[src/rtl/core/mcfir_pkg.sv]
// Shared types and constants of the multichannel FIR filter.
`timescale 1ns / 1ps
`default_nettype none

package mcfir_pkg;

  // Number of lanes and sample fields carried by one transaction
  localparam int LANES = 4;
  localparam int DATA_W = 16;
  localparam int PROD_W = 2 * DATA_W;
  localparam int FRAC_W = 15;

  // Configuration register map
  localparam int CFG_IDX_W = 2;
  localparam int CFG_DATA_W = 6;
  localparam logic [CFG_IDX_W-1:0] CFG_TAP_COUNT = 2'd0;
  localparam logic [CFG_IDX_W-1:0] CFG_CHANNEL_COUNT = 2'd1;
  localparam logic [5:0] TAP_COUNT_RESET = 6'd32;
  localparam logic [2:0] CHANNEL_COUNT_RESET = 3'd4;

  // Command codes
  localparam logic CMD_FILTER = 1'b0;
  localparam logic CMD_LOAD = 1'b1;

  typedef struct packed {
    logic                     command;
    logic [4:0]               coeff_index;
    logic signed [DATA_W-1:0] coeff_value;
    logic signed [DATA_W-1:0] sample_0;
    logic signed [DATA_W-1:0] sample_1;
    logic signed [DATA_W-1:0] sample_2;
    logic signed [DATA_W-1:0] sample_3;
  } mcfir_req_t;

  typedef struct packed {
    logic signed [DATA_W-1:0] result_0;
    logic signed [DATA_W-1:0] result_1;
    logic signed [DATA_W-1:0] result_2;
    logic signed [DATA_W-1:0] result_3;
  } mcfir_rsp_t;

  // Pipeline strobes broadcast from the sequencer to every lane
  typedef struct packed {
    logic iss_rd;
    logic s1_valid;
    logic s1_tap0;
    logic s2_valid;
    logic s2_start;
  } mcfir_step_t;

  typedef enum logic [1:0] {
    ST_CLEAR,
    ST_IDLE,
    ST_RUN,
    ST_DRAIN
  } mcfir_state_t;

endpackage

`default_nettype wire

[src/rtl/core/mcfir_merge.sv]
// Merge stage: round, saturate and register the lane sums as one result.
`timescale 1ns / 1ps
`default_nettype none

module mcfir_merge
  import mcfir_pkg::*;
#(
  parameter int ACC_W = 37
) (
  input  wire logic                   clk,
  input  wire logic                   rst,
  input  wire logic                   load,
  input  wire logic [LANES-1:0]       lane_en,
  input  wire logic signed [ACC_W-1:0] acc [LANES],
  input  wire logic                   rsp_stall,
  output logic                        rsp_valid,
  output mcfir_rsp_t                  rsp
);

  localparam int X_W = ACC_W + 1;
  localparam logic signed [X_W-1:0] ROUND_BIAS = X_W'(1 << (FRAC_W - 1));
  localparam logic signed [X_W-1:0] SAT_HI = X_W'(32767);
  localparam logic signed [X_W-1:0] SAT_LO = -X_W'(32768);

  logic signed [DATA_W-1:0] res [LANES];

  // Add half an LSB, floor by arithmetic shift, clamp to Q15
  function automatic logic signed [DATA_W-1:0] round_sat(input logic signed [ACC_W-1:0] a);
    logic signed [X_W-1:0] x;
    logic signed [X_W-1:0] q;
    x = X_W'(a) + ROUND_BIAS;
    q = x >>> FRAC_W;
    if (q > SAT_HI) begin
      return DATA_W'(SAT_HI);
    end else if (q < SAT_LO) begin
      return DATA_W'(SAT_LO);
    end
    return q[DATA_W-1:0];
  endfunction

  // Zero inactive lanes
  always_comb begin
    for (int c = 0; c < LANES; c++) begin
      res[c] = lane_en[c] ? round_sat(acc[c]) : '0;
    end
  end

  // Output register
  always_ff @(posedge clk) begin
    if (load) begin
      rsp.result_0 <= res[0];
      rsp.result_1 <= res[1];
      rsp.result_2 <= res[2];
      rsp.result_3 <= res[3];
    end
  end

  always_ff @(posedge clk) begin
    if (rst) begin
      rsp_valid <= 1'b0;
    end else if (load) begin
      rsp_valid <= 1'b1;
    end else if (!rsp_stall) begin
      rsp_valid <= 1'b0;
    end
  end

endmodule

`default_nettype wire

[config.mk]
export PLATFORM = sky130hd
export DESIGN_NAME = mcfir_merge
export DESIGN_NICKNAME = d
export VERILOG_FILES = /design/src/rtl/core/mcfir_pkg.sv /design/src/rtl/core/mcfir_merge.sv
export SDC_FILE = /design/constraint.sdc
export NUM_CORES = 1
export LEC_CHECK = 0
export ABC_AREA = 1
export BUFFER_PORTS_ARGS = -buffer_cell sky130_fd_sc_hd__buf_2
export CAP_MARGIN = 10
export CORE_ASPECT_RATIO = 1.1
export CORE_UTILIZATION = 46
export CTS_BUF_LIST = sky130_fd_sc_hd__clkbuf_4 sky130_fd_sc_hd__clkbuf_8
export CTS_CLUSTER_SIZE = 28
export DETAILED_ROUTE_END_ITERATION = 12
export PLACE_DENSITY = 0.85
export SKIP_LAST_GASP = 1
export SLEW_MARGIN = 20
export SYNTH_ARGS = -nofsm -noshare
export SYNTH_HDL_FRONTEND = slang
export SYNTH_SLANG_ARGS = --single-unit
export TNS_END_PERCENT = 5
[constraint.sdc]
create_clock -name clk -period 1.7 [get_ports clk]
set_input_delay 0.17 -clock clk [delete_from_list [all_inputs] [get_ports clk]]
set_output_delay 0.17 -clock clk [all_outputs]
set_load 0.005 [all_outputs]
==> results.txt <==
----------------------------------------------------
[Detailed routing]
  Routed length per placed instance ... between 10 and 15 µm
  Violation count after the first detailed-route iteration ... approximately 450
  Vias per Instance ... around 5
  Antenna viol nets, final ... 0
  Router iterations before antenna repair ... 7
  Final routed wirelength across all metal layers ... between 15000 and 20000 µm
  Vias after detailed routing ... 6198
  DRC violation count after routing ... 0

[Logic synthesis]
  Fraction of the mapped netlist area in adder cells ... 0.912%
  Gate count of the mapped netlist ... between 700 and 800
  Fraction of post-synthesis cell area in the top cell type by area ... a little over a third
  Synth Area in Compound Gates ... under 10%
  Seq/Total Area, Yosys ... a little over a third
  Combinational family with the most area after synthesis ... simple AND/OR/NAND/NOR gates
  Post-synthesis share of cell area spent on and, or, nand and nor gates ... between 40% and 50%
  Leading cell types by total area after synthesis ... sky130_fd_sc_hd__edfxtp_1, sky130_fd_sc_hd__nand2_1, sky130_fd_sc_hd__nor2_1
  #FFs+latches synth ... between 60 and 70
  Number of synthesis warnings ... 0
  Post-Syn Area per Cell ... around 7.0 µm²
  Share of the synthesized netlist area taken by xor and xnor gates ... under 10%
  Cell taking the most area after synthesis ... sky130_fd_sc_hd__edfxtp_1
  Number of distinct library cells after synthesis ... 27
  Net count after synthesis ... between 900 and 1000
  Portion of netlist area occupied by mux cells ... 0%
  Combined area of all synthesized cells ... around 0.0055 mm²

[Cells and area]
  Count of nets after finishing ... 1246
  Total inserted antenna cells ... 0
  Commonest cells after routing, fill and taps aside ... sky130_fd_sc_hd__nand2_1, sky130_fd_sc_hd__buf_2, sky130_fd_sc_hd__buf_4
  Most common library cell in the layout ignoring fill and taps ... sky130_fd_sc_hd__nand2_1
  Fraction of final layout cells sized beyond drive strength 1 ... between 30% and 40%
  Design area ... 0.00780 mm²
  Area added between synthesis and finish ... 42.2%

[Power and ir drop]
  Peak supply drop ... approximately 0.46 mV
  Static leakage power ... ~3.7 nW
  Power per standard cell area ... 616 mW/mm²

[Die]
  Number of primary I/O pins ... 221
  Initial Utilization ... roughly 48%
  Die W ... approximately 110 µm
  Standard-cell rows ... 41
  Die Area ... 0.0124 mm²
  DIE HEIGHT ... 117 µm
  Area of the core ... ~0.012 mm²

[Worst setup path]
  Max stage delay on crit path ... between 200 and 250 ps
  Crit. End Element ... register
  Kind of cell adding the most delay to the critical path ... simple AND/OR/NAND/NOR gates
  Startpoint type of the worst setup path ... input port
  Crit-path slowest cell ... sky130_fd_sc_hd__nor2_2
  Critical path data required time ... between 1500 and 2000 ps
  Critical path start-end classification ... in -> reg
  Cell-by-cell trace of the critical path ... buf_2 -> nand2_1 -> nor2_2 -> nand2_1 -> nor2_1 -> nand2_1 -> nand2_1 -> nand3_1 -> nor2_1 -> nand2_2 -> nand2_4 -> a21oi_1
  Most prevalent standard cell on the critical path ... sky130_fd_sc_hd__nand2_1
  Arrival time of data at the critical path endpoint ... between 1500 and 2000 ps
  Worst-path maximum fanout ... 8
  Critical path buffers and inverters ... 1

[STA]
  Aggregate negative setup slack ... 0 ps
  Hold violation total from the final report ... 0
  Final period util ... a little over nine tenths
  Slew Limit Fails ... 0
  Measured slew at the worst slew-check pin ... about 580 ps
  Worst slew margin relative to its limit ... approximately three fifths
  Final worst clock skew ... 0 ps
  Minimum period implied by the final worst setup slack ... 1590 ps
  Endpoints failing setup ... 0
  Final hold slack ... between 70 and 80 ps
  Highest Clock Rate ... approximately 630 MHz
  Setup repair after global routing missed its margin ... true

[Global routing]
  Wire length of the first global-routing pass ... between 20000 and 30000 µm
  Largest net degree at the start of global routing ... between 50 and 60
  Total global-route track usage ... ~27%
  Number of antenna violations at the first check in global routing ... 0
  Vias in the first global route ... ~5900
  Grt total ovfl ... 0

[Place]
  Post-place instance area ... about 0.0075 mm²
  Weighted congestion at the end of routability-driven global placement ... between 0.9 and 1
  Number of buffers inserted by port buffering ... between 150 and 200
  DPL Wire Length ... 13100 µm

[Clock tree]
  H-tree depth ... 3
  Clock Pin Slew Worst Setup and Hold Paths ... roughly 80 ps
  CTS tree ... yes
  Number of CTS-inserted buffers ... 9
  Clock Path Buffers ... 2
  CTS root buf ... sky130_fd_sc_hd__clkbuf_8
  Clock latency at the later pin of the worst-skew pair ... 350 ps
  Clock sinks ... 65
  Number of buffers inserted to repair setup after CTS ... 0

[Run status]
  Result of the run ... completed

[Job]
  # Max-Cap Violations ... 0

[Min path]
  Hold Crit Class ... in -> reg

----------------------------------------------------
==> registers in the layout (all words and copies together), names as in the netlist <==
register   flops
rsp           64
rsp_valid      1
==> final timing paths <==
path	from	endpoint	slack [ps]	cells after the start
max	acc[91]	rsp[41]	110	12
min	rsp_stall	rsp_valid	70	3
max reg2reg	rsp_valid	rsp_valid	1100	2
min reg2reg	rsp_valid	rsp_valid	530	2
==> kinds of logic after synthesis <==
group	Yosys count
adders and majority gates	4
buffers and inverters	83
and+or+nand+nor	524
xor gates and xnor gates	61
AOI/OAI and AO/OA	50
DFF	65
==> cell usage after synthesis (all sizes together) <==
master / n
buf: 8
dfxtp: 1
nor3: 10
nor3b: 3
xor2: 36
nand3b: 11
a21oi: 47
ha: 4
nand3: 56
o21ai: 3
nand4: 6
clkbuf: 5
inv: 70
edfxtp: 64
nand2: 310
xnor2: 25
nor2: 128
==> power by group <==
part	internal [W]	switching [W]
Clock	0.000990	0.000700
Combinational	0.000519	0.000635
Sequential	0.00192	0.0000414
Total	0.00343	0.00138
==> final cells by class <==
class,instances,area (µm²)
clock buffers,9,124
flip-flops and latches,65,1940
clock inverters,7,125
inverters,70,263
fillers,958,3740
well taps,150,188
repair buffers,299,1870
multi-input cells,641,3290
==> tightest hold or removal path: cells and delay by family <==
kind / cells / cell delay [ps]
and+or+nand+nor: 1 / 90
AOI/OAI and AO/OA: 1 / 50
buffers and inverters: 1 / 70
==> through the flow <==
stage / setup slack [ps] / power (W) / std cells / utilization [%]
final: 106 / 0.00480 / 1241 / 67.6
after global routing: -18.1 / 0.00501 / 1241 / 67.6
after CTS: 63.9 / 0.00480 / 1239 / 66.9
after detailed placement: -322 / 0.00312 / 1222 / 64.7
after global placement: -267 / 0.00308 / 1222 / 64.7
after floorplan: -16.6 / 0.00247 / 787 / -
==> routing by layer <==
layer | routed length, µm | vias up | global-route usage [%]
li1 | - | 3129 | -
met2 | 8660 | 259 | 52.0
met1 | 6490 | 2764 | 28.5
met4 | 575 | 0 | 11.7
met5 | 0 | - | 0
met3 | 964 | 46 | 4.41
==> timing repair <==
| action | CTS | global route |
|---|---|---|
| gates resized for setup | 0 | 15 |
| endpoints found under the setup margin | 0 | 45 |
| endpoints found under the hold margin | 1 | 0 |
| hold buffers | 1 | 0 |
Power figures use the tool's default switching activity.
