[src/rtl/core/mcfir_ram.sv]
// Generic simple dual-port RAM with registered read.
`timescale 1ns / 1ps
`default_nettype none

module mcfir_ram #(
  parameter int WIDTH = 16,
  parameter int DEPTH = 32,
  localparam int AW = (DEPTH > 1) ? $clog2(DEPTH) : 1
) (
  input  wire logic             clk,
  input  wire logic             we,
  input  wire logic [AW-1:0]    waddr,
  input  wire logic [WIDTH-1:0] wdata,
  input  wire logic             re,
  input  wire logic [AW-1:0]    raddr,
  output logic      [WIDTH-1:0] rdata
);

  logic [WIDTH-1:0] mem [DEPTH];

  // Write port
  always_ff @(posedge clk) begin
    if (we) begin
      mem[waddr] <= wdata;
    end
  end

  // Registered read port
  always_ff @(posedge clk) begin
    if (re) begin
      rdata <= mem[raddr];
    end
  end

endmodule

`default_nettype wire

[config.mk]
export PLATFORM = sky130hd
export DESIGN_NAME = mcfir_ram
export DESIGN_NICKNAME = d
export VERILOG_FILES = /design/src/rtl/core/mcfir_ram.sv
export SDC_FILE = /design/constraint.sdc
export NUM_CORES = 1
export LEC_CHECK = 0
export BUFFER_PORTS_ARGS = -buffer_cell sky130_fd_sc_hd__buf_2
export CAP_MARGIN = 40
export CORE_AREA = 2 2 266 268
export CTS_BUF_LIST = sky130_fd_sc_hd__clkbuf_4
export DETAILED_ROUTE_END_ITERATION = 12
export DIE_AREA = 0 0 268 270
export GPL_TIMING_DRIVEN = 0
export PLACE_DENSITY_LB_ADDON = 0.1
export SLEW_MARGIN = 20
export SYNTH_ARGS = -nofsm -noshare
export SYNTH_HDL_FRONTEND = slang
export SYNTH_SLANG_ARGS = --single-unit
[constraint.sdc]
create_clock -name clk -period 3.1 [get_ports clk]
set_input_delay 0.155 -clock clk [delete_from_list [all_inputs] [get_ports clk]]
set_output_delay 0.155 -clock clk [all_outputs]
set_load 0.02 [all_outputs]
==> flow_summary.rst, run 1 <==
.. list-table::
   :header-rows: 1

   * - Metric
     - Value
   * - Portion of the clock cycle consumed by the worst path in the final layout
     - 0.767
   * - Power per standard cell area
     - 623 nW/µm²
   * - Post-route cell area
     - 25,100 µm²
   * - Wire length on met2
     - 27,900 µm
   * - Buffer type at the clock tree root
     - sky130_fd_sc_hd__clkbuf_4
   * - Count of different cell masters after synthesis
     - 25
   * - Final critical-path required period
     - 2380 ps
   * - Congestion Overflow GR
     - 0
   * - TritonCTS clock tree
     - built
   * - Worst path slowest cell
     - sky130_fd_sc_hd__dlygate4sd3_1
   * - Crit start category
     - input pin
   * - Die Y
     - 270 µm
   * - Number of gates given a new drive strength after cts
     - 0
   * - Detailed-route wire length
     - 59,600 µm
   * - Netlist area before placement
     - 20,700 µm²
   * - Average footprint of a synthesized cell
     - 18.1 µm²
   * - Kind of end point of the critical path
     - flip-flop
   * - CP Data Required Time
     - 3750 ps
   * - Total global-route track usage
     - 0.168
   * - Synth Flop Type
     - sky130_fd_sc_hd__edfxtp_1
   * - Result of the run
     - finished clean
   * - Placed standard-cell area
     - 22,600 µm²
   * - Library cell with the largest summed area after synthesis
     - sky130_fd_sc_hd__edfxtp_1
   * - Clock insertion delay at the later pin of the skew report
     - 980 ps
   * - DPL Wire Length
     - 38,800 µm
   * - Register-to-register setup slack
     - 1270 ps
   * - Register bit count reported by yosys
     - 528
   * - TritonCTS buffer count
     - 150
   * - WL met3
     - 2370 µm
   * - Number of ports placed on the die boundary
     - 45
   * - Worst-case hold slack
     - 192 ps
   * - Total number of clock tree sinks
     - 528
   * - Reported max-cap violation count
     - 0
   * - Pins Over Slew Limit
     - 0
   * - Gate Count Post-Synth
     - 1,143
   * - Type of the setup path with the least slack
     - input pin to flip-flop
   * - Power Internal
     - 12.0 mW
   * - Final total negative setup slack
     - 0 ps
   * - Nets in the synthesized netlist
     - 1,172
   * - Synthesis Warnings
     - 0
   * - DR DRC count
     - 0
   * - Reg power frac
     - 0.512
   * - Gate family responsible for the most delay along the worst path
     - buffers and inverters
   * - Pre-CTS setup slack
     - 592 ps
   * - Post-layout worst setup margin
     - 721 ps
   * - List of most frequent post-synthesis cells
     - sky130_fd_sc_hd__edfxtp_1, sky130_fd_sc_hd__mux2i_1, sky130_fd_sc_hd__a22oi_1
   * - Worst clock skew
     - 66.4 ps
   * - Startpoint of the most critical register-to-register path
     - mem[3][6]
   * - Leakage
     - 8.90 nW
   * - Number of H-tree levels
     - 4
   * - Final Hold Violating Endpoints
     - 0
   * - Area of the core
     - 69,500 µm²
   * - Initial DRC count
     - 746
   * - Synth async-reset ratio
     - 0
   * - Synth top area share
     - 0.766
   * - Arrival @ worst endpoint
     - 3030 ps
   * - Delay of the slowest cell on the worst path
     - 750 ps
   * - Routed via count divided by cell count
     - 4.63
   * - Clock-pin slew on the worst setup and hold paths
     - 70 ps
   * - Logic gate share of total power
     - 0.064
   * - Logic depth of the worst register-to-register path
     - 5
   * - Cells on Worst Hold Path
     - 2
   * - Port Buffers
     - 41
   * - Final routed wire length divided by cell count
     - 24.2 µm
   * - Number of flops mapped to enable cells by yosys
     - 528
   * - TritonRoute pass-1 iters
     - 5
   * - Maximum fanout along the worst path
     - 12
   * - Critical path buffer and inverter count
     - 6
   * - Most repeated cell in the gate-level netlist after synthesis
     - sky130_fd_sc_hd__edfxtp_1
   * - Hold Path Sink
     - rdata[13]
   * - Final Non-Filler Cells
     - 2,458
   * - Std cell rows
     - 97
   * - Switching part of the total
     - 0.230
   * - Clock network fraction of total power
     - 0.425
   * - Cells taking the most area after synthesis
     - sky130_fd_sc_hd__edfxtp_1, sky130_fd_sc_hd__mux2i_1, sky130_fd_sc_hd__a22oi_1
   * - Die Wd
     - 268 µm
   * - Hold Path Origin
     - re
   * - Count of antenna-violating nets left after detailed routing
     - 0
   * - GP Congestion
     - 0.763
   * - Critical-path cell list
     - dlygate4sd3_1 -> buf_2 -> or3b_2 -> dlygate4sd3_1 -> clkbuf_1 -> nor2_2 -> dlygate4sd3_1 -> buf_6
   * - Most common cell on crit path
     - sky130_fd_sc_hd__dlygate4sd3_1
   * - Overall die area
     - 72,400 µm²
   * - Effective utilization at floorplan
     - 0.298
   * - Sequential-to-total area share from yosys stat
     - 0.766
   * - Tightest Pin Transition
     - 861 ps
   * - Relative area change from synthesis to final layout
     - 21.2%
   * - F_max
     - 420 MHz
   * - Total via count after detailed routing
     - 11,400
   * - Antenna violations before repair
     - 3
   * - Global-route wire length before repair
     - 84,800 µm
   * - Max-Slew Margin vs Limit
     - 0.424
   * - Maximum buffer depth of the clock tree
     - 3
   * - Share of cells above drive strength 1
     - 0.273
   * - Final setup vio count
     - 0
   * - Post-Place Cells
     - 2,158
   * - Largest net degree at the start of global routing
     - 33
   * - Capture instance of the worst register-to-register path
     - rdata[6]
   * - Uppermost layer routed
     - met4
   * - Vias in the first global route
     - 12,000
   * - Power dissipated by switching net loads
     - 3.59 mW
   * - Classification of the worst-slack hold path
     - input pin to flip-flop
   * - Unrepaired setup endpoints after global routing
     - no
   * - Routed metal-1 wirelength
     - 28,000 µm
   * - Maximum ir drop on the vdd rail
     - 0.000283 V
   * - Final net count
     - 1,437
[kinds of logic after synthesis]
| group | synth area share |
|---|---|
| AO/OA/AOI/OAI | 0.0493 |
| buffers and inverters | 0.0261 |
| flip-flops | 0.766 |
| multiplexers | 0.124 |
| AND/OR/NAND/NOR | 0.0346 |
[through the flow]
step	total power, mW	util
after floorplan	8.61	-
after global placement	9.07	0.317
after detailed placement	9.10	0.325
after CTS	15.9	0.357
after global routing	16.3	0.361
final	15.6	0.361
[placed cells by master (no fill, tap or decap), types with 5 or more instances in the layout]
cell type                       instances
sky130_fd_sc_hd__mux2i_1              256
sky130_fd_sc_hd__buf_12                 7
sky130_fd_sc_hd__a22oi_1               64
sky130_fd_sc_hd__nand3_1               34
sky130_fd_sc_hd__buf_16                 8
sky130_fd_sc_hd__a22o_1                32
sky130_fd_sc_hd__dlygate4sd3_1         29
sky130_fd_sc_hd__nand3b_1               5
sky130_fd_sc_hd__clkbuf_1              12
sky130_fd_sc_hd__buf_6                 31
sky130_fd_sc_hd__nor3_1                16
sky130_fd_sc_hd__buf_2                 60
sky130_fd_sc_hd__a21oi_1               32
sky130_fd_sc_hd__nor2_2                32
sky130_fd_sc_hd__buf_4                 19
sky130_fd_sc_hd__buf_8                 14
sky130_fd_sc_hd__bufinv_16              5
sky130_fd_sc_hd__clkinv_1              20
sky130_fd_sc_hd__clkbuf_4             227
sky130_fd_sc_hd__a31oi_1               16
sky130_fd_sc_hd__nand2_1               33
sky130_fd_sc_hd__edfxtp_1             528
sky130_fd_sc_hd__nand4_1               16
[state kept, by name, summed over array words and instances, names as in the netlist]
register,flops
mem,512
rdata,16
[cell type report]
| class | count | area (µm²) |
|---|---|---|
| Timing Repair Buffer | 113 | 1160 |
| Tap cell | 940 | 1180 |
| Sequential cell | 528 | 15900 |
| Antenna cell | 3 | 7.51 |
| Clock inverter | 32 | 272 |
| Fill cell | 6725 | 44500 |
| Buffer | 67 | 541 |
| Multi-Input combinational cell | 548 | 4380 |
| Clock buffer | 227 | 1700 |
[how the worst max path moves through the flow]
| stage | cells after the start | slack (ps) | end | startpoint |
|---|---|---|---|---|
| after CTS | 8 | 840 | mem[24][3] | waddr[0] |
| after detailed placement | 7 | 590 | rdata[5] | raddr[4] |
| after global routing | 8 | 710 | mem[24][3] | waddr[0] |
| after global placement | 4 | 180 | mem[16][8] | waddr[1] |
| after floorplan | 3 | 1200 | mem[12][0] | waddr[1] |
| final | 8 | 720 | mem[24][3] | waddr[0] |
[layer usage]
| layer | up-vias | global-route usage |
|---|---|---|
| met2 | 280 | 0.260 |
| met1 | 5793 | 0.232 |
| li1 | 5212 | - |
| met4 | 0 | 0.0659 |
| met5 | - | 0 |
| met3 | 85 | 0.0325 |
[worst reg2reg max path: cells and delay by family, from the launching register on]
| family | cells | cell delay (ps) |
|---|---|---|
| DFF | 1 | 360 |
| muxes | 1 | 200 |
| and+or+nand+nor | 2 | 320 |
| AOI/OAI and AO/OA | 2 | 700 |
[power groups by stage]
stage	Combinational (mW)	Clock [mW]	Sequential, mW
after detailed placement	0.953	0	8.14
after global placement	0.925	0	8.14
after CTS	0.979	6.89	7.99
after global routing	1.07	7.26	7.99
final	0.993	6.64	7.99
after floorplan	0.446	0	8.17
[what timing repair did]
item / 4_1_cts / 5_1_grt
buffers inserted: 0 / 0
hold buffers: 27 / 2
endpoints found under the hold margin: 789 / 5
(Power assumes the default switching activity.)
==> run 2, diff against run 1 <==
==> constraint.sdc (replaced) <==
create_clock -name clk -period 2.1 [get_ports clk]
set_input_delay 0.105 -clock clk [delete_from_list [all_inputs] [get_ports clk]]
set_output_delay 0.105 -clock clk [all_outputs]
set_load 0.02 [all_outputs]
==> flow_summary.rst, run 2 (synthesis gave the netlist of run 1 again) <==
.. list-table::
   :header-rows: 1

   * - Metric
     - Value
   * - Utilization after layout
     - 0.361 (about the same)
   * - Tightest Pin Transition
     - 850 ps (was 861 ps)
   * - Reported max-cap violation count
     - 0 (unchanged)
   * - Leakage
     - 8.90 nW (about the same)
   * - Std cell rows
     - 97 (unchanged)
   * - Final net count
     - 1,437 (unchanged)
   * - Register ranked first by flip-flop count
     - mem (unchanged)
   * - DPL Wire Length
     - 38,800 µm (unchanged)
   * - Kind of end point of the critical path
     - flip-flop (unchanged)
   * - Type of the setup path with the least slack
     - input pin to flip-flop (unchanged)
   * - Power Internal
     - 17.8 mW (was 12.0 mW)
   * - Port Buffers
     - 41 (unchanged)
   * - Clock network fraction of total power
     - 0.425 (about the same)
   * - F_max
     - 482 MHz
   * - Global-route wire length before repair
     - 84,800 µm (about the same)
   * - Registers with the most flip-flops
     - mem: 512 flops, rdata: 16 flops (unchanged)
   * - Initial DRC count
     - 841 (was 746)
   * - Max-Slew Margin vs Limit
     - 0.432 (was 0.424)
   * - Final critical-path required period
     - 2070 ps
   * - DR DRC count
     - 0 (unchanged)
   * - CP Data Required Time
     - 2730 ps (was 3750 ps)
   * - Switching part of the total
     - 0.230 (about the same)
   * - Effective utilization at floorplan
     - 0.298 (unchanged)
   * - Portion of the clock cycle consumed by the worst path in the final layout
     - 0.988
   * - Placed standard-cell area
     - 22,600 µm² (unchanged)
   * - Pre-CTS setup slack
     - -358 ps (was 592 ps)
   * - Max reg flops
     - 512 (unchanged)
   * - Maximum fanout along the worst path
     - 11 (was 12)
   * - Die Y
     - 270 µm (unchanged)
   * - Logic depth of the worst register-to-register path
     - 5 (unchanged)
   * - Post-route cell area
     - 25,100 µm² (about the same)
   * - Leading cell types in the layout, fill and taps excluded
     - sky130_fd_sc_hd__edfxtp_1, sky130_fd_sc_hd__mux2i_1, sky130_fd_sc_hd__clkbuf_4 (unchanged)
   * - Post-Place Cells
     - 2,158 (unchanged)
   * - Total via count after detailed routing
     - 11,400 (about the same)
   * - Antenna violations before repair
     - 3 (unchanged)
   * - Number of ports placed on the die boundary
     - 45 (unchanged)
   * - Arrival @ worst endpoint
     - 2710 ps (was 3030 ps)
   * - Clock-pin slew on the worst setup and hold paths
     - 70 ps (about the same)
   * - Final Hold Violating Endpoints
     - 0 (unchanged)
   * - Worst clock skew
     - 66.6 ps (was 66.4 ps)
   * - Final total negative setup slack
     - 0 ps (unchanged)
   * - Congestion Overflow GR
     - 0 (unchanged)
   * - Logic gate share of total power
     - 0.064 (about the same)
   * - Total global-route track usage
     - 0.168 (about the same)
   * - Count of antenna-violating nets left after detailed routing
     - 0 (unchanged)
   * - Worst-case hold slack
     - 134 ps (was 192 ps)
   * - Cells on Worst Hold Path
     - 2 (unchanged)
   * - Pins Over Slew Limit
     - 0 (unchanged)
   * - Reg power frac
     - 0.512 (about the same)
   * - Die Wd
     - 268 µm (unchanged)
   * - Largest net degree at the start of global routing
     - 33 (unchanged)
   * - Classification of the worst-slack hold path
     - input pin to flip-flop (unchanged)
   * - Buffer type at the clock tree root
     - sky130_fd_sc_hd__clkbuf_4 (unchanged)
   * - Crit start category
     - input pin (unchanged)
   * - Unrepaired setup endpoints after global routing
     - no (unchanged)
   * - Clock insertion delay at the later pin of the skew report
     - 980 ps (about the same)
   * - TritonCTS clock tree
     - built (unchanged)
   * - Relative area change from synthesis to final layout
     - 21.3% (was 21.2%)
   * - TritonRoute pass-1 iters
     - 5 (unchanged)
   * - Share of cells above drive strength 1
     - 0.273 (unchanged)
   * - Area of the core
     - 69,500 µm² (unchanged)
   * - Routed via count divided by cell count
     - 4.63 (about the same)
   * - GP Congestion
     - 0.763 (unchanged)
   * - Vias in the first global route
     - 12,000 (about the same)
   * - Post-layout worst setup margin
     - 25.1 ps (was 721 ps)
   * - Final setup vio count
     - 0 (unchanged)
   * - Number of H-tree levels
     - 4 (unchanged)
   * - Result of the run
     - finished clean (unchanged)
   * - Detailed-route wire length
     - 59,600 µm (about the same)
   * - Final Non-Filler Cells
     - 2,459 (was 2,458)
   * - Total number of clock tree sinks
     - 528 (unchanged)
   * - Maximum buffer depth of the clock tree
     - 3 (unchanged)
   * - Maximum ir drop on the vdd rail
     - 0.000413 V (was 0.000283 V)
   * - Most common library cell in the layout ignoring fill and taps
     - sky130_fd_sc_hd__edfxtp_1 (unchanged)
   * - Fill cell count
     - 6,725 (unchanged)
   * - Power dissipated by switching net loads
     - 5.30 mW (was 3.59 mW)
   * - Power per standard cell area
     - 918 nW/µm² (was 623 nW/µm²)
   * - Final routed wire length divided by cell count
     - 24.2 µm (about the same)
   * - Overall power consumption
     - 23.1 mW (was 15.6 mW)
   * - TritonCTS buffer count
     - 150 (unchanged)
   * - Overall die area
     - 72,400 µm² (unchanged)
==> run 2: final cells by class <==
class                           count  area, µm²  share of cell area
Clock buffer                      227       1700              0.0679
Tap cell                          940       1180              0.0468
Sequential cell                   528      15900               0.631
Multi-Input combinational cell    548       4400               0.175
Timing Repair Buffer              113       1160              0.0461
Clock inverter                     32        272              0.0108
Antenna cell                        4       10.0            0.000399
Buffer                             67        541              0.0215
==> run 2: final timing paths <==
| kind | from | slack, ps | to |
|---|---|---|---|
| max | waddr[0] | 30 | mem[16][13] |
| min | re | 130 | rdata[12] |
| max reg2reg | mem[3][6] | 270 | rdata[6] |
| min reg2reg | mem[16][12] | 730 | rdata[12] |
==> run 2: power groups by stage <==
stage / sequential [mW] / clock, mW / combinational [mW]
floorplan: 12.1 / 0 / 0.659
global placement: 12.0 / 0 / 1.37
detailed placement: 12.0 / 0 / 1.41
CTS: 11.8 / 10.2 / 1.45
global route: 11.8 / 10.7 / 1.58
finish: 11.8 / 9.80 / 1.47
==> run 2: repair_timing <==
action                                  in CTS  in global routing
hold buffers                                27                  2
resized for setup                            0                  3
hold endpoints to repair                   961                  5
buffers inserted                             0                  0
endpoints found under the setup margin       0                 21
==> run 2: layer usage <==
layer / share of wire / wire (µm) / GRT usage
met1: 0.47 / 28100 / 0.232
met2: 0.47 / 27900 / 0.262
met3: 0.040 / 2410 / 0.0325
met4: 0.020 / 1160 / 0.0637
met5: 0 / 0 / 0
==> run 2: critical path, cell delays in order <==
cell	delay, ps
sky130_fd_sc_hd__dlygate4sd3_1	530
sky130_fd_sc_hd__buf_2	140
sky130_fd_sc_hd__or3b_2	430
sky130_fd_sc_hd__dlygate4sd3_1	570
sky130_fd_sc_hd__clkbuf_1	130
sky130_fd_sc_hd__buf_6	180
sky130_fd_sc_hd__nor2_2	380
sky130_fd_sc_hd__buf_8	230
