File: src/rtl/core/mcfir_pkg.sv
// Shared types and constants of the multichannel FIR filter.
`timescale 1ns / 1ps
`default_nettype none

package mcfir_pkg;

  // Number of lanes and sample fields carried by one transaction
  localparam int LANES = 4;
  localparam int DATA_W = 16;
  localparam int PROD_W = 2 * DATA_W;
  localparam int FRAC_W = 15;

  // Configuration register map
  localparam int CFG_IDX_W = 2;
  localparam int CFG_DATA_W = 6;
  localparam logic [CFG_IDX_W-1:0] CFG_TAP_COUNT = 2'd0;
  localparam logic [CFG_IDX_W-1:0] CFG_CHANNEL_COUNT = 2'd1;
  localparam logic [5:0] TAP_COUNT_RESET = 6'd32;
  localparam logic [2:0] CHANNEL_COUNT_RESET = 3'd4;

  // Command codes
  localparam logic CMD_FILTER = 1'b0;
  localparam logic CMD_LOAD = 1'b1;

  typedef struct packed {
    logic                     command;
    logic [4:0]               coeff_index;
    logic signed [DATA_W-1:0] coeff_value;
    logic signed [DATA_W-1:0] sample_0;
    logic signed [DATA_W-1:0] sample_1;
    logic signed [DATA_W-1:0] sample_2;
    logic signed [DATA_W-1:0] sample_3;
  } mcfir_req_t;

  typedef struct packed {
    logic signed [DATA_W-1:0] result_0;
    logic signed [DATA_W-1:0] result_1;
    logic signed [DATA_W-1:0] result_2;
    logic signed [DATA_W-1:0] result_3;
  } mcfir_rsp_t;

  // Pipeline strobes broadcast from the sequencer to every lane
  typedef struct packed {
    logic iss_rd;
    logic s1_valid;
    logic s1_tap0;
    logic s2_valid;
    logic s2_start;
  } mcfir_step_t;

  typedef enum logic [1:0] {
    ST_CLEAR,
    ST_IDLE,
    ST_RUN,
    ST_DRAIN
  } mcfir_state_t;

endpackage

`default_nettype wire

File: src/rtl/core/mcfir_ram.sv
// Generic simple dual-port RAM with registered read.
`timescale 1ns / 1ps
`default_nettype none

module mcfir_ram #(
  parameter int WIDTH = 16,
  parameter int DEPTH = 32,
  localparam int AW = (DEPTH > 1) ? $clog2(DEPTH) : 1
) (
  input  wire logic             clk,
  input  wire logic             we,
  input  wire logic [AW-1:0]    waddr,
  input  wire logic [WIDTH-1:0] wdata,
  input  wire logic             re,
  input  wire logic [AW-1:0]    raddr,
  output logic      [WIDTH-1:0] rdata
);

  logic [WIDTH-1:0] mem [DEPTH];

  // Write port
  always_ff @(posedge clk) begin
    if (we) begin
      mem[waddr] <= wdata;
    end
  end

  // Registered read port
  always_ff @(posedge clk) begin
    if (re) begin
      rdata <= mem[raddr];
    end
  end

endmodule

`default_nettype wire

File: src/rtl/core/mcfir_lane.sv
// One filter lane: delay line memory, shift-on-read and multiply-accumulate.
`timescale 1ns / 1ps
`default_nettype none

module mcfir_lane
  import mcfir_pkg::*;
#(
  parameter int MAX_TAPS = 32,
  parameter int TAP_W = 5,
  parameter int ACC_W = 37
) (
  input  wire logic                     clk,
  input  wire mcfir_step_t              step,
  input  wire logic                     lane_en,
  input  wire logic                     clear_en,
  input  wire logic [TAP_W-1:0]         rd_addr,
  input  wire logic [TAP_W-1:0]         wr_addr,
  input  wire logic signed [DATA_W-1:0] sample,
  input  wire logic signed [DATA_W-1:0] coeff,
  output logic signed [ACC_W-1:0]       acc
);

  logic [DATA_W-1:0]        rdata;
  logic signed [DATA_W-1:0] tap_val;
  logic signed [PROD_W-1:0] prod;
  logic                     we;
  logic [DATA_W-1:0]        wdata;

  // New tap value: fresh sample at tap 0, else the entry one tap below
  assign tap_val = step.s1_tap0 ? sample : $signed(rdata);

  // Write back the shifted entry, or zero during the clearing pass
  assign we    = clear_en || (step.s1_valid && lane_en);
  assign wdata = clear_en ? '0 : tap_val;

  mcfir_ram #(
    .WIDTH (DATA_W),
    .DEPTH (MAX_TAPS)
  ) u_delay (
    .clk   (clk),
    .we    (we),
    .waddr (wr_addr),
    .wdata (wdata),
    .re    (step.iss_rd),
    .raddr (rd_addr),
    .rdata (rdata)
  );

  // Multiply stage
  always_ff @(posedge clk) begin
    if (step.s1_valid) begin
      prod <= PROD_W'(tap_val) * PROD_W'(coeff);
    end
  end

  // Accumulate stage, restart on the first tap of a transaction
  always_ff @(posedge clk) begin
    if (step.s2_valid) begin
      if (step.s2_start) begin
        acc <= ACC_W'(prod);
      end else begin
        acc <= acc + ACC_W'(prod);
      end
    end
  end

endmodule

`default_nettype wire

File: config.mk
export PLATFORM = sky130hd
export DESIGN_NAME = mcfir_lane
export DESIGN_NICKNAME = d
export VERILOG_FILES = /design/src/rtl/core/mcfir_pkg.sv /design/src/rtl/core/mcfir_ram.sv /design/src/rtl/core/mcfir_lane.sv
export SDC_FILE = /design/constraint.sdc
export NUM_CORES = 1
export LEC_CHECK = 0
export ABC_AREA = 1
export CAP_MARGIN = 10
export CORE_MARGIN = 1.5
export CORE_UTILIZATION = 38
export DETAILED_ROUTE_END_ITERATION = 16
export DONT_BUFFER_PORTS = 1
export GPL_ROUTABILITY_DRIVEN = 0
export MAX_ROUTING_LAYER = met4
export PLACE_DENSITY = 0.49
export SLEW_MARGIN = 15
export SYNTH_ARGS = -nofsm -noshare
export SYNTH_HDL_FRONTEND = slang
export SYNTH_SLANG_ARGS = --single-unit
File: constraint.sdc
create_clock -name clk -period 16.2 [get_ports clk]
set_input_delay 1.62 -clock clk [delete_from_list [all_inputs] [get_ports clk]]
set_output_delay 1.62 -clock clk [all_outputs]
set_load 0.02 [all_outputs]
==> run_results.csv, run 1 <==
group,metric,value,unit
outcome,outcome,"complete, no violations",
drt,drtAntennaViolNets,0,
clock_tree,cts_buffer_depth,3,
die,ioPinCount,87,
die,die_area,0.0972,sq mm
sta,worst_pin_slew,1.12,ns
placed_design,postPlaceCellArea,0.0376,sq mm
die,rows,113,
sta,rsz0062_at_grt,"no",
sta,maxSlewViolCount,0,
sta,finalHoldViolations,0,
cells_and_area,drive_gt1_share,7.03,%
cells_and_area,final_net_count,3917,
worst_setup_path,crit_slowest_cell,"fa_1",
sta,fin_crit_sh,45.3,%
worst_setup_path,path_buf_inv,4,
sta,timing.final.crit_period,7.34,ns
grt,grt-ovfl-total,0,
worst_setup_path,cp-start-kind,"input pin",
worst_setup_path,crit-reg2reg-capture,"prod[31]$_DFFE_PP_",
cells_and_area,n_fill_cell,9295,
grt,grt_pass1_vias,25105,
yosys,synth_edf_count,597,
drt,drc,0,
clock_tree,htreeDepth,3,
worst_setup_path,cpLargestDelayFamily,"adder cells",
sta,fmax,136,MHz
placed_design,hpwl,71.3,mm
sta,relSlewSlack,25.3,%
worst_setup_path,ff2ff_path_depth,21,
worst_setup_path,crit_path_frequent_cell,"fa_1",
yosys,synth_cell_type_count,40,
drt,first_pass_iters,5,
yosys,synth-seq-area-share,49.5,%
worst_setup_path,required,16.61,ns
clock_tree,ctsResizeCount,0,
cells_and_area,area_delta_synth_final,9.61,%
yosys,syn_area_per_cell,10.3,sq um
cells_and_area,fin_area,0.0397,sq mm
sta,fin_setup_tns,0,ns
grt,grt_max_degree,262,
grt,grt_usage,22.7,%
drt,vias,24945,
yosys,syn-instance-count,3502,
run,cap_viol_max_count,0,
drt,drtIter0Drc,2071,
worst_setup_path,reg2reg_from,"u_delay.rdata[15]$_DFFE_PP_",
die,core_area,0.0947,sq mm
sta,setup_viol,0,
worst_setup_path,path_max_fanout,17,
grt,grt_first_pass_wirelength,160,mm
yosys,synth_area,0.0362,sq mm
hold_path,hold_class,"flip-flop to flip-flop",
worst_setup_path,regToRegSetupSlack,9.70,ns
die,start_util,38.2,%
worst_setup_path,arrival,7.75,ns
die,die_w,312,um
yosys,yosys_most_used_dff,"edfxtp_1",
worst_setup_path,crit_chain,"inv_1 > or2_2 > nand2_1 > nor2_1 > fa_1 > fa_1 > inv_1 > fa_1 > fa_1 > fa_1 > fa_1 > inv_1 > ha_1 > nand2_1 > nor2_1 > nand2_1 > nor3_1 > nand2_1 > o211ai_1 > inv_1 > nand3_1 > nand2_1",
clock_tree,hold_buffers,0,
worst_setup_path,cpPeakStageDelay,0.85,ns
clock_tree,clockRootBuffer,"clkbuf_16",
hold_path,worstHoldStart,"prod[17]$_DFFE_PP_",
worst_setup_path,setup.worst_path.end_class,"flip-flop",
placed_design,portBuffers,0,
grt,antenna_found_initial,5,
worst_setup_path,worstSetupPathType,"input pin to flip-flop",
die,fp.dieH,312,um
clock_tree,numCtsBuffers,68,
sta,skew,0.0368,ns
drt,routed_wl,107,mm
hold_path,worst_hold_path.endpoint,"acc[17]$_DFFE_PP_",
clock_tree,cts_tree,"built",
clock_tree,cts.sinks,597,
yosys,synth_fp_nets,3933,
clock_tree,clk_latency,0.63,ns
clock_tree,cts_setup_buffers,0,
yosys,yosysWarnings,0,
clock_tree,clk_pin_slew,0.08,ns
drt,post_drt_wl_per_cell,22.3,um
drt,viasPerCell,5.19,
yosys,async_reset_ff_share,0,%
hold_path,holdPathStages,2,
yosys,ys_seq_elements,597,
metrics by stage:
step                setup slack [ns]  hold slack [ns]  cells  util, %
finish                          8.86            0.565   4809     41.9
CTS                             8.89            0.564   4805     41.9
detailed placement              8.21            0.554   4681     39.6
floorplan                       9.15            0.524   3502        -
global route                    8.40            0.589   4809     41.9
global placement                8.26            0.550   4681     39.6
sequential cells by signal, indices dropped and copies added, names as in the netlist:
| register | flops |
|---|---|
| acc | 37 |
| prod | 32 |
| u_delay.mem | 512 |
| u_delay.rdata | 16 |
Yosys cell counts (20+ instances only):
cell / number / area [sq um]
fa_1: 263 / 5270
buf_2: 29 / 145
ha_1: 118 / 1480
buf_6: 20 / 225
nand2_1: 525 / 1970
o22ai_1: 20 / 125
or2_2: 30 / 188
edfxtp_1: 597 / 17900
o21ai_0: 261 / 1310
inv_1: 466 / 1750
xor2_1: 24 / 210
nor2_1: 539 / 2020
o221ai_1: 104 / 911
o21ai_1: 53 / 265
clkbuf_1: 81 / 304
nand3_1: 155 / 776
a21oi_1: 76 / 380
cell usage in the layout, fill, tap and decap left out, types with 23 or more instances in the layout:
master,synthesis,routed
o21ai_1,53,58
o221ai_1,104,104
fa_1,263,263
edfxtp_1,597,597
clkinv_1,4,23
clkbuf_16,0,69
buf_4,1,55
nor2_2,10,50
nand3_1,155,155
or2_2,30,30
nor2_1,539,499
nand2_1,525,525
o21ai_0,261,256
ha_1,118,118
xor2_1,24,24
a21oi_1,76,76
inv_1,466,465
logic make-up after synthesis:
kind of cell | count (synthesis) | synth area share, %
DFF | 597 | 49.5
AOI/OAI and AO/OA | 560 | 9.22
buffers and inverters | 619 | 7.08
xor gates and xnor gates | 40 | 0.967
and+or+nand+nor | 1305 | 14.6
adders and majority gates | 381 | 18.6
worst reg2reg max path: cells and delay by family, from the launching register on:
family                     cells  cell delay (ns)
buffers and inverters          3             0.27
DFF                            1             0.37
adders and majority gates      7             3.92
and+or+nand+nor               10             1.62
AOI/OAI and AO/OA              1             0.12
how the worst max path moves through the flow:
stage | startpoint | to | slack (ns) | cells past startpoint
after detailed placement | step[2] | prod[31]$_DFFE_PP_ | 8.21 | 22
after floorplan | step[2] | prod[31]$_DFFE_PP_ | 9.15 | 23
after global placement | step[2] | prod[23]$_DFFE_PP_ | 8.26 | 18
after CTS | step[2] | prod[31]$_DFFE_PP_ | 8.89 | 22
final | step[2] | prod[31]$_DFFE_PP_ | 8.86 | 22
after global routing | step[2] | prod[31]$_DFFE_PP_ | 8.40 | 22
area by class of cell:
cell class / count / area [sq um] / share of cell area, %
Sequential cell: 597 / 17900 / 45.2
Multi-Input combinational cell: 2286 / 15800 / 39.9
Inverter: 478 / 1800 / 4.54
Clock buffer: 81 / 1770 / 4.46
Tap cell: 1265 / 1580 / 3.99
Timing Repair Buffer: 55 / 413 / 1.04
Clock inverter: 43 / 363 / 0.914
Antenna cell: 4 / 10.0 / 0.0252
layer usage:
metal	routed length [um]	track usage, %	vias up	part of all wire (%)
li1	-	-	11700	-
met1	45100	28.8	12371	42
met2	51300	36.5	697	48
met3	7130	4.55	177	6.7
met4	3580	7.49	0	3.3
met5	0	-	-	0
Power of run 1 is not shown: default switching activity piles up to over one toggle a cycle in this logic, so the estimate is an artifact.
==> run 2: changes to the inputs <==
--- a/config.mk
+++ b/config.mk
@@ -13,7 +13,7 @@
 export DONT_BUFFER_PORTS = 1
 export GPL_ROUTABILITY_DRIVEN = 0
 export MAX_ROUTING_LAYER = met4
-export PLACE_DENSITY = 0.49
+export PLACE_DENSITY = 0.51
 export SLEW_MARGIN = 15
 export SYNTH_ARGS = -nofsm -noshare
 export SYNTH_HDL_FRONTEND = slang
==> constraint.sdc (replaced) <==
create_clock -name clk -period 6.6 [get_ports clk]
set_input_delay 0.66 -clock clk [delete_from_list [all_inputs] [get_ports clk]]
set_output_delay 0.66 -clock clk [all_outputs]
set_load 0.02 [all_outputs]
==> run 2 against run 1 <==
Core utilization is 0.26 points higher. Worst setup slack worse by 8.4 ns. Register-to-register slack worse by 9.2 ns. Design area is 0.62% higher. Cell count is 0.69% higher. Global-route usage is 0.18 points lower. Clock skew is 0.015 ns lower. Via count is 0.18% higher. Critical path type is now flip-flop to flip-flop. Largest cell class unchanged. Highest routed layer unchanged.
==> run_results.csv, run 2 (synthesis results as in run 1) <==
group,metric,value,unit
cells_and_area,final_net_count,3953,
worst_setup_path,arrival,6.45,ns
run,cap_viol_max_count,0,
die,core_area,0.0947,sq mm
worst_setup_path,path_max_fanout,13,
worst_setup_path,cp-start-kind,"flip-flop",
die,die_w,312,um
sta,fin_crit_sh,92.3,%
worst_setup_path,setup.worst_path.end_class,"flip-flop",
placed_design,hpwl,72.6,mm
die,die_area,0.0972,sq mm
sta,fmax,164,MHz
sta,skew,0.0222,ns
die,start_util,38.2,%
grt,use_met2,36.3,%
clock_tree,clk_latency,0.61,ns
sta,worst_pin_slew,1.04,ns
drt,routed_wl,107,mm
drt,drc,0,
worst_setup_path,worstSetupPathType,"flip-flop to flip-flop",
worst_setup_path,crit_slowest_cell,"fa_1",
die,fp.dieH,312,um
hold_path,holdPathStages,0,
clock_tree,clockRootBuffer,"clkbuf_16",
sta,rsz0062_at_grt,"no",
clock_tree,cts_setup_buffers,0,
sta,setup_viol,0,
grt,grt-ovfl-total,0,
cells_and_area,drive_gt1_share,7.64,%
hold_path,hold_class,"input pin to flip-flop",
cells_and_area,final_common_cell,"edfxtp_1",
cells_and_area,regMostFlops,"u_delay.mem",
sta,maxSlewViolCount,0,
worst_setup_path,cpPeakStageDelay,0.64,ns
worst_setup_path,ff2ff_path_depth,19,
die,ioPinCount,87,
sta,relSlewSlack,30.4,%
die,rows,113,
clock_tree,cts_tree,"built",
clock_tree,htreeDepth,3,
sta,fin_setup_tns,0,ns
drt,first_pass_iters,5,
clock_tree,hold_buffers,0,
grt,grt_first_pass_wirelength,160,mm
grt,antenna_found_initial,9,
outcome,outcome,"complete, no violations",
grt,grt_max_degree,262,
cells_and_area,largest_reg_flops,512,
drt,drtIter0Drc,2263,
clock_tree,clk_pin_slew,0.06,ns
grt,grt_pass1_vias,25159,
grt,grt_use_met3,4.52,%
clock_tree,cts.sinks,597,
clock_tree,cts_buffer_depth,3,
drt,vias,24989,
placed_design,portBuffers,0,
sta,timing.final.crit_period,6.09,ns
grt,gr-max-usage-layer,"met2",
grt,grt_usage,22.5,%
cells_and_area,mostFrequentLayoutCells,"edfxtp_1 (597), nand2_1 (525), nor2_1 (506), inv_1 (465), fa_1 (263)",
worst_setup_path,regToRegSetupSlack,0.51,ns
drt,drtAntennaViolNets,0,
clock_tree,numCtsBuffers,68,
worst_setup_path,crit_path_frequent_cell,"fa_1",
cells_and_area,reg.largest.list,"u_delay.mem (512), acc (37), prod (32)",
grt,grtUsageMet1,28.8,%
drt,post_drt_wl_per_cell,22.0,um
worst_setup_path,required,6.96,ns
sta,finalHoldViolations,0,
clock_tree,ctsResizeCount,0,
worst_setup_path,crit_chain,"or2_2 > nand2_1 > buf_12 > nor2_1 > fa_1 > fa_1 > buf_4 > fa_1 > fa_1 > fa_1 > fa_1 > ha_1 > nand2_1 > nor2_1 > inv_1 > nor3_1 > nand3b_1 > nand3_1 > xor2_1",
drt,viasPerCell,5.16,
cells_and_area,area_delta_synth_final,10.3,%
-- run 2: cell count changes in the layout (fill, tap and decap cells not counted), moves of 2 or more --
| cell | before | now |
|---|---|---|
| clkinv_1 | 23 | 20 |
| clkinv_2 | 12 | 6 |
| nor2_1 | 499 | 506 |
| diode_2 | 4 | 6 |
| inv_6 | 1 | 3 |
| buf_12 | 0 | 3 |
| clkbuf_1 | 12 | 16 |
| buf_4 | 55 | 88 |
| nor2_2 | 50 | 43 |
-- run 2: critical path, delay by kind of cell (launching register included) --
kind | cells | cell delay [ns]
XOR/XNOR | 1 | 0.08
adder cells (fa/ha/maj) | 7 | 3.57
buffers and inverters | 3 | 0.45
flip-flops | 1 | 0.37
AND/OR/NAND/NOR | 8 | 1.36
-- run 2: path summary, 6_finish.rpt --
check                         startpoint            endpoint
max          u_delay.rdata[15]$_DFFE_PP_  prod[27]$_DFFE_PP_
min                              step[1]   acc[29]$_DFFE_PP_
max reg2reg  u_delay.rdata[15]$_DFFE_PP_  prod[27]$_DFFE_PP_
min reg2reg           prod[16]$_DFFE_PP_   acc[16]$_DFFE_PP_
-- run 2: layer usage --
| layer | vias to the layer above | wire length, um |
|---|---|---|
| met3 | 147 | 6620 |
| met1 | 12422 | 45900 |
| met5 | - | 0 |
| met4 | 0 | 3120 |
| met2 | 642 | 51100 |
| li1 | 11778 | - |
-- run 2: final cells by class --
class                   instances  area [sq um]
well taps                    1265          1580
clock buffers                  85          1790
flip-flops and latches        597         17900
diodes                          6          15.0
fillers                      9292         54800
repair buffers                 91           721
clock inverters                34           293
inverters                     478          1810
multi-input cells            2286         15800
-- run 2: through the flow --
step	std cells	hold slack [ns]	setup slack [ns]	instance area, sq um	utilization (%)
floorplan	3502	0.524	0.510	36200	-
global placement	4717	0.544	0.0322	37900	40.0
detailed placement	4717	0.552	0.0315	37900	40.0
CTS	4836	0.107	0.518	39900	42.2
global route	4842	0.105	0.219	39900	42.2
finish	4842	0.148	0.508	39900	42.2
Power of run 2 is left out for the same reason.
